--- config.mk ---
export PLATFORM = sky130hd
export DESIGN_NAME = cry_ln
export DESIGN_NICKNAME = d
export VERILOG_FILES = /design/src/sv/cry_pkg.sv /design/src/sv/cry_ln.sv
export SDC_FILE = /design/constraint.sdc
export NUM_CORES = 2
export LEC_CHECK = 0
export BUFFER_PORTS_ARGS = -buffer_cell sky130_fd_sc_hd__buf_2
export CAP_MARGIN = 20
export CORE_MARGIN = 10
export CORE_UTILIZATION = 31
export DETAILED_ROUTE_END_ITERATION = 7
export PLACE_DENSITY = 0.51
export SYNTH_ARGS = -nofsm -noshare
export SYNTH_HDL_FRONTEND = slang
export SYNTH_SLANG_ARGS = --single-unit
--- constraint.sdc ---
create_clock -name clk -period 13.6 [get_ports clk]
set_input_delay 1.36 -clock clk [delete_from_list [all_inputs] [get_ports clk]]
set_output_delay 1.36 -clock clk [all_outputs]
set_load 0.02 [all_outputs]
--- src/sv/cry_pkg.sv ---
package cry_pkg;

	localparam int FRAC_BITS_DEF = 16;
	localparam int LOG_TABLE_BITS_DEF = 8;

	localparam int ALPHA_W = 18;
	localparam int BETA_W = 18;
	localparam int SCALE_W = 17;
	localparam int COEFF_W = 17;
	localparam int DENS_W = 20;
	localparam int EPM_W = 20;
	localparam int PPM_W = 20;
	localparam int RECOMB_W = 18;
	localparam int SCINT_W = 33;
	localparam int CFG_ADDR_W = 5;
	localparam int LN_W = 38;
	localparam int LN_LAT = 5;

	localparam logic [ALPHA_W-1:0] ALPHA_RST = 18'd60948;
	localparam logic [BETA_W-1:0] BETA_RST = 18'd13894;
	localparam logic SEL_BOX_RST = 1'b1;
	localparam logic [SCALE_W-1:0] SCALE_RST = 17'd52429;
	localparam logic [COEFF_W-1:0] COEFF_RST = 17'd3185;
	localparam logic [DENS_W-1:0] DENS_RST = 20'd91095;
	localparam logic [EPM_W-1:0] EPM_RST = 20'd42373;
	localparam logic [PPM_W-1:0] PPM_RST = 20'd0;

	localparam logic [31:0] CAP32 = 32'hFFFF_FFFF;
	localparam logic [SCINT_W-1:0] CAP33 = 33'h1_FFFF_FFFF;
	localparam logic [RECOMB_W-1:0] CAP18 = 18'h3_FFFF;

	typedef enum logic [2:0] {
		REG_BOX_ALPHA   = 3'd0,
		REG_BOX_BETA    = 3'd1,
		REG_USE_BOX     = 3'd2,
		REG_BIRKS_SCALE = 3'd3,
		REG_BIRKS_COEFF = 3'd4,
		REG_DENSITY     = 3'd5,
		REG_EPM         = 3'd6,
		REG_PPM         = 3'd7
	} reg_idx_t;

	typedef struct packed {
		logic        func;
		logic [31:0] deposit_energy;
		logic [31:0] step_len;
		logic [31:0] stopping_power;
		logic [31:0] drift_field;
	} item_t;

	typedef struct packed {
		logic [31:0]         ion_electrons;
		logic [SCINT_W-1:0]  scint_photons;
		logic [RECOMB_W-1:0] recomb_factor;
		logic [31:0]         clamped_dedx;
		logic                field_error;
	} result_t;

	typedef struct packed {
		logic        func;
		logic [31:0] energy;
		logic [31:0] stopping_power;
		logic [31:0] field;
		logic        step_ok;
	} dedx_side_t;

	typedef struct packed {
		logic        func;
		logic [31:0] energy;
		logic [31:0] dedx;
		logic        field_zero;
		logic        step_ok;
	} xi_side_t;

	typedef struct packed {
		logic        func;
		logic [31:0] energy;
		logic [31:0] dedx;
		logic        field_zero;
		logic        step_ok;
		logic [31:0] xi;
		logic        s_zero;
	} ln_side_t;

	typedef struct packed {
		logic        func;
		logic [31:0] energy;
		logic [31:0] dedx;
		logic        field_zero;
		logic        force_zero;
		logic        force_cap;
	} rc_side_t;

endpackage

--- src/sv/cry_ln.sv ---
module cry_ln #(
	parameter int FRAC_BITS = cry_pkg::FRAC_BITS_DEF,
	parameter int LOG_TABLE_BITS = cry_pkg::LOG_TABLE_BITS_DEF,
	parameter type side_t = logic
) (
	input  logic                            clk,
	input  logic                            arst_n,
	input  logic                            in_valid,
	input  logic [32:0]                     x,
	input  side_t                           side_in,
	output logic                            out_valid,
	output logic signed [cry_pkg::LN_W-1:0] ln,
	output side_t                           side_out
);

	localparam int LTB = LOG_TABLE_BITS;
	localparam int TBL_N = (1 << LTB) + 1;
	localparam int RS = 30 - LTB;
	localparam int LW = cry_pkg::LN_W;
	localparam logic signed [LW-1:0] LN2_Q30 = 38'sd744261118;

	function automatic logic [29:0] log2_q30(input logic [63:0] y0);
		logic [63:0] y;
		logic [29:0] r;
		y = y0;
		r = '0;
		for (int b = 1; b <= 30; b++) begin
			y = (y * y) >> 30;
			if (y >= (64'd2 << 30)) begin
				y = y >> 1;
				r[30-b] = 1'b1;
			end
		end
		return r;
	endfunction

	function automatic logic [TBL_N*32-1:0] build_rom();
		logic [TBL_N*32-1:0] t;
		logic [63:0] y;
		logic [63:0] v;
		logic [63:0] prev;
		t = '0;
		prev = '0;
		for (int i = 0; i < TBL_N; i++) begin
			y = (64'd1 << 30) + (64'(i) << RS);
			v = (64'(log2_q30(y)) * 64'd2977044472) >> 32;
			if (i > 0 && v < prev) begin
				v = prev;
			end
			t[i*32 +: 32] = v[31:0];
			prev = v;
		end
		return t;
	endfunction

	localparam logic [TBL_N*32-1:0] LN_ROM = build_rom();

	logic              valid_s1, valid_s2, valid_s3, valid_s4, valid_s5;
	side_t             side_s1, side_s2, side_s3, side_s4, side_s5;
	logic [32:0]       x_s1;
	logic [5:0]        p_s1, p_s2, p_s3, p_s4;
	logic [29:0]       frac_s2;
	logic [31:0]       lo_s3, dlt_s3, lo_s4, itp_s4;
	logic [RS-1:0]     rem_s3;
	logic signed [LW-1:0] ln_s5;

	logic [5:0]        p_lead;
	logic [62:0]       norm;
	logic [LTB:0]      idx_lo, idx_hi;
	logic [31:0]       rom_lo, rom_hi;
	logic [32+RS-1:0]  itp_prod;
	logic signed [6:0] expo;
	logic signed [LW-1:0] expo_ext;

	always_comb begin
		p_lead = '0;
		for (int i = 0; i < 33; i++) begin
			if (x[i]) begin
				p_lead = 6'(i);
			end
		end
	end

	assign norm = ({30'd0, x_s1} << 30) >> p_s1;
	assign idx_lo = {1'b0, frac_s2[29:RS]};
	assign idx_hi = (LTB+1)'(idx_lo + 1'b1);
	assign rom_lo = LN_ROM[{idx_lo, 5'b0} +: 32];
	assign rom_hi = LN_ROM[{idx_hi, 5'b0} +: 32];
	assign itp_prod = dlt_s3 * rem_s3;
	assign expo = $signed({1'b0, p_s4}) - 7'(FRAC_BITS);
	assign expo_ext = LW'(expo);

	always_ff @(posedge clk or negedge arst_n) begin
		if (!arst_n) begin
			valid_s1 <= 1'b0;
			valid_s2 <= 1'b0;
			valid_s3 <= 1'b0;
			valid_s4 <= 1'b0;
			valid_s5 <= 1'b0;
		end else begin
			valid_s1 <= in_valid;
			valid_s2 <= valid_s1;
			valid_s3 <= valid_s2;
			valid_s4 <= valid_s3;
			valid_s5 <= valid_s4;
		end
	end

	always_ff @(posedge clk) begin
		x_s1    <= x;
		p_s1    <= p_lead;
		side_s1 <= side_in;
		frac_s2 <= norm[29:0];
		p_s2    <= p_s1;
		side_s2 <= side_s1;
		lo_s3   <= rom_lo;
		dlt_s3  <= rom_hi - rom_lo;
		rem_s3  <= frac_s2[RS-1:0];
		p_s3    <= p_s2;
		side_s3 <= side_s2;
		itp_s4  <= 32'(itp_prod >> RS);
		lo_s4   <= lo_s3;
		p_s4    <= p_s3;
		side_s4 <= side_s3;
		ln_s5   <= expo_ext * LN2_Q30 + LW'(lo_s4) + LW'(itp_s4);
		side_s5 <= side_s4;
	end

	assign out_valid = valid_s5;
	assign ln = ln_s5;
	assign side_out = side_s5;

endmodule

# ---- After elaboration in Yosys (flattened, before gate mapping)
# Cells that the tools add are included.
dict set report classes {
  addsub 5
  n_mul 2
  shift 3
  mux 31
}
# cell n
set op_table {}
lappend op_table {{$shiftx 8224x14->32 const A} 1}
lappend op_table {{$shiftx 8224x15->32 const A} 1}
lappend op_table {{$mux 6} 27}
lappend op_table {{$add 38x32->38} 2}
lappend op_table {{$shr 63x6->30} 1}
lappend op_table {{$mul 32x22->54} 1}
lappend op_table {{$mul 38x29->37 const B} 1}
lappend op_table {{$sub 32x32->32} 1}
lappend op_table {{$add 8x1->9 const B} 1}
lappend op_table {{$sub 6x5->7 const B} 1}
lappend op_table {{$mux 2} 2}
lappend op_table {{$mux 3} 1}
lappend op_table {{$mux 1} 1}
dict set report totals {
  register_bits 285
  in_bits 37
  output_inout_bits 40
  elab_cells 63
}

# ---- Depth between registers and ports, before layout
dict set report logic_depth {
  word_depth 31
  ltp_mapped 36
  ltp_nobuf 36
}

# ---- Least setup slack after synthesis
# OpenSTA, ideal clock, no wires.
dict set report synth_timing {
  kind {register to register}
  from {reg p_s4[4]}
  to {reg ln_s5[37], in the netlist ln[37]}
  setup_time_ns 0.129
  arrival_ns 9.119
  t_required_ns 13.471
  setup_slack_ns 4.352
  stages_incl_launch_ff 35
  path_buffers 2
  period_less_slack_ns 9.248
  cell_sequence {dfxtp_1 inv_1 ha_1 clkbuf_1 inv_1 clkbuf_1 fa_1 inv_1 ha_1 ha_1 fa_1 inv_1 fa_1 inv_1 ha_1 a21o_1 a21o_1 a21oi_1 nand2_1 and2_1 a21o_1 nand2_1 xnor2_1 fa_1 ha_1 and3_1 nand3_1 nor2_1 o211ai_2 a32oi_2 a31oi_1 o21a_1 o21ai_2 and3_1 xnor3_1}
}
dict set report synth_between {
  elab_chain_cells 4
}
# item line_no
set synth_rtl {}
lappend synth_rtl {{start: declaration} cry_ln.sv:61} ;# logic [5:0] p_s1, p_s2, p_s3, p_s4;
lappend synth_rtl {{start signal: assignment} cry_ln.sv:123} ;# p_s4 <= p_s3;
lappend synth_rtl {{$sub 6x5->7} cry_ln.sv:90} ;# assign expo = $signed({1'b0, p_s4}) - 7'(FRAC_BITS);
lappend synth_rtl {{$mul 38x29->37} cry_ln.sv:125} ;# ln_s5 <= expo_ext * LN2_Q30 + LW'(lo_s4) + LW'(itp_s4);
lappend synth_rtl {{$add 38x32->38 (2 in a row)} cry_ln.sv:125}
lappend synth_rtl {{end signal: assignment} cry_ln.sv:125}
lappend synth_rtl {{end: declaration} cry_ln.sv:65} ;# logic signed [LW-1:0] ln_s5;
# No other way between the ends.
# A chain may end at the register's enable or synchronous reset.

# ---- Final worst setup path
# Same ends and word-level chain as after synthesis.

==> run summary <==
setup_tns = 0 ps
top-count cell post-synth = nand2_1
outcome = complete, no violations
final setup vio count = 0
CTS max path bufs = 3
period utilisation layout = 70.4%
Initial Util = 31.3%
#FFs+latches synth = 281
Avg Cell Area, Syn = 7.80 sq um
Hold Vio Cnt, Final = 0
Num CTS Buffers = 38
post-layout min period = 9570 ps
share of cells above drive strength 1 = 7.73%
largest net degree at the start of global routing = 128
H-tree levels = 2
Routed Wire Length = 300 mm
area taken by flip-flops and latches = 5690 sq um
number of global-route vias before repair = 51600
Syn Inst Count = 6629
die width = 428 microns
RSZ-0062 raised after global routing = false
max-slew violations = 0
RD Place Congestion = 1.08
post-synth top area share = 27.3%
clock root buffer = clkbuf_16
clk slew on worst S/H paths = 60 ps
DRC Markers = 0
Post-CTS Hold Fix Bufs = 0
worst path required time = 14060 ps
CP max-delay cell = dfxtp_1
die height = 428 microns
clock tree sinks = 281
Critical Path Fanout Max = 10
DRT Pass-1 Iters = 8
Yosys cell types = 91
vias per cell = 5.99
Post-synth ARST share = 1.78%
Slew headroom = 7.32%
nets = 7638
MaxCap Viol Count = 0
synth cell count leaders = 1008 x nand2_1, 862 x inv_1, 706 x fa_1, 456 x nor2_1, 449 x o21ai_0
Rows = 149
port bufs = 76
delay of the slowest critical-path stage = 540 ps
dpl hpwl = 224 mm
vias = 52300
P&R area growth vs syn = 8.84%
fillers = 17700
post-CTS setup buffer count = 0
Tightest Hold Check Type = flip-flop to flip-flop
Worst Path Arrival = 10030 ps
post_cts resized = 0
post-synthesis cell area = 51700 sq um
initial antenna violation count = 49
CTS tree = done
register area share after synthesis = 10.9%
Total GRT Usage = 31.5%
worst slew pin tran = 1390 ps
io pins = 77
1st-iter DRT viols = 6412
Max Clock Skew = 36.7 ps
Max Fclk = 104 MHz
grt total ovfl = 0
YS warnings = 0
Routed WL per cell = 34.4 microns
Synth Flop Type = dfxtp_1
core area = 165000 sq um
first-pass GRT wire length = 417 mm
Die ar. = 184000 sq um
startpoint types = flip-flop
Worst-Skew Late Latency = 610 ps
footprint of the multi-input gates = 41100 sq um
ANT nets after route = 0
CP endpoint kind = flip-flop
largest cells by area after synthesis = fa_1 27%, dfxtp_1 11%, ha_1 9.8%
CP Class = flip-flop to flip-flop
area leader, netlist = fa_1
number of enable flip-flop cells after synthesis = 0
## layout make-up
type                    instances  share of cell area [%]
multi-input cells            5005                    73.0
flip-flops and latches        281                    10.1
clock buffers                  45                    1.88
repair buffers                297                    3.77
inverters                     868                    5.79
diodes                         21                  0.0934
well taps                    2189                    4.87
clock inverters                23                   0.442
## path summary, 6_finish.rpt
check / depth (start not counted) / end / slack [ps] / startpoint
min: 0 / rem_s3[8]$_DFF_P_ / 300 / frac_s2[8]$_DFF_P_
min reg2reg: 0 / rem_s3[8]$_DFF_P_ / 300 / frac_s2[8]$_DFF_P_
max: 34 / ln[37]$_DFF_P_ / 4030 / p_s4[4]$_DFF_P_
max in group asynchronous: 1 / valid_s3$_DFF_PN0_ / 12880 / arst_n
max reg2reg: 34 / ln[37]$_DFF_P_ / 4030 / p_s4[4]$_DFF_P_
min in group asynchronous: 1 / valid_s2$_DFF_PN0_ / 590 / arst_n
## stage by stage
| stage | std cells | hold slack, ps | instance area [sq um] | worst slack [ps] | util, % |
|---|---|---|---|---|---|
| global placement | 8630 | 310 | 54800 | 4090 | 33.2 |
| global route | 8710 | 303 | 56200 | 3500 | 34.0 |
| finish | 8729 | 300 | 56300 | 4030 | 34.0 |
| floorplan | 6630 | 310 | 51700 | 4350 | - |
| CTS | 8701 | 295 | 56200 | 4010 | 34.0 |
| detailed placement | 8633 | 312 | 54900 | 4020 | 33.2 |
## routing by layer
layer / vias to the layer above / part of all wire, % / global-route usage [%]
li1: 21800 / - / -
met1: 26300 / 41 / 40.4
met2: 3274 / 41 / 45.1
met3: 921 / 11 / 11.4
met4: 32 / 7.2 / 18.5
met5: - / 0.072 / 0
## critical path, delay by kind of cell (launching register included)
family | cells | cell delay (ps)
DFF | 1 | 540
AOI/OAI and AO/OA | 8 | 1810
adders and majority gates | 11 | 4320
xor gates and xnor gates | 2 | 520
buffers and inverters | 6 | 980
and+or+nand+nor | 7 | 1280
## kinds of logic after synthesis
group                    synth area share [%]
AND/OR/NAND/NOR                          17.1
multiplexers                             2.39
AO/OA/AOI/OAI                            19.9
flip-flops                               10.9
other                                 0.00725
XOR/XNOR                                 2.73
adder cells (fa/ha/maj)                  37.1
buffers and inverters                    9.82
## flip-flops by register name, summed over array words and instances (netlist names), 6 cells and up
| name | flops |
|---|---|
| rem_s3 | 22 |
| p_s2 | 6 |
| p_s1 | 6 |
| lo_s4 | 30 |
| x_s1 | 33 |
| lo_s3 | 30 |
| itp_s4 | 32 |
| frac_s2 | 30 |
| dlt_s3 | 32 |
| p_s3 | 6 |
| p_s4 | 6 |
| ln | 38 |
## placed cells by master, fill, tap and decap left out, types with 17 or more instances in the layout
cell type	synthesis	final
o311ai_0	38	35
xnor2_1	116	116
nor2_1	456	446
nand2b_1	40	39
a21oi_1	404	404
o22ai_1	72	72
a221oi_1	30	30
o21bai_1	23	23
dfxtp_2	0	17
a21o_1	66	66
o21ai_0	449	448
o2111ai_1	28	28
o21a_1	35	35
nand4_1	18	18
nor2b_1	33	30
o211ai_1	73	73
xor2_1	39	39
clkbuf_16	0	40
ha_1	404	393
fa_1	706	706
mux4_2	31	31
nand2_1	1008	1008
diode_2	0	21
a31oi_1	66	66
or3_1	22	22
and2_1	207	207
a311oi_1	30	30
nor3_1	107	104
mux2i_1	39	39
buf_4	0	209
dfxtp_1	276	254
inv_1	862	859
o31ai_1	24	24
a211oi_1	88	87
buf_2	26	76
o221ai_1	27	27
nand3_1	90	90
Power is not shown: default switching activity piles up to over one toggle a cycle in this logic, so the estimate is an artifact.
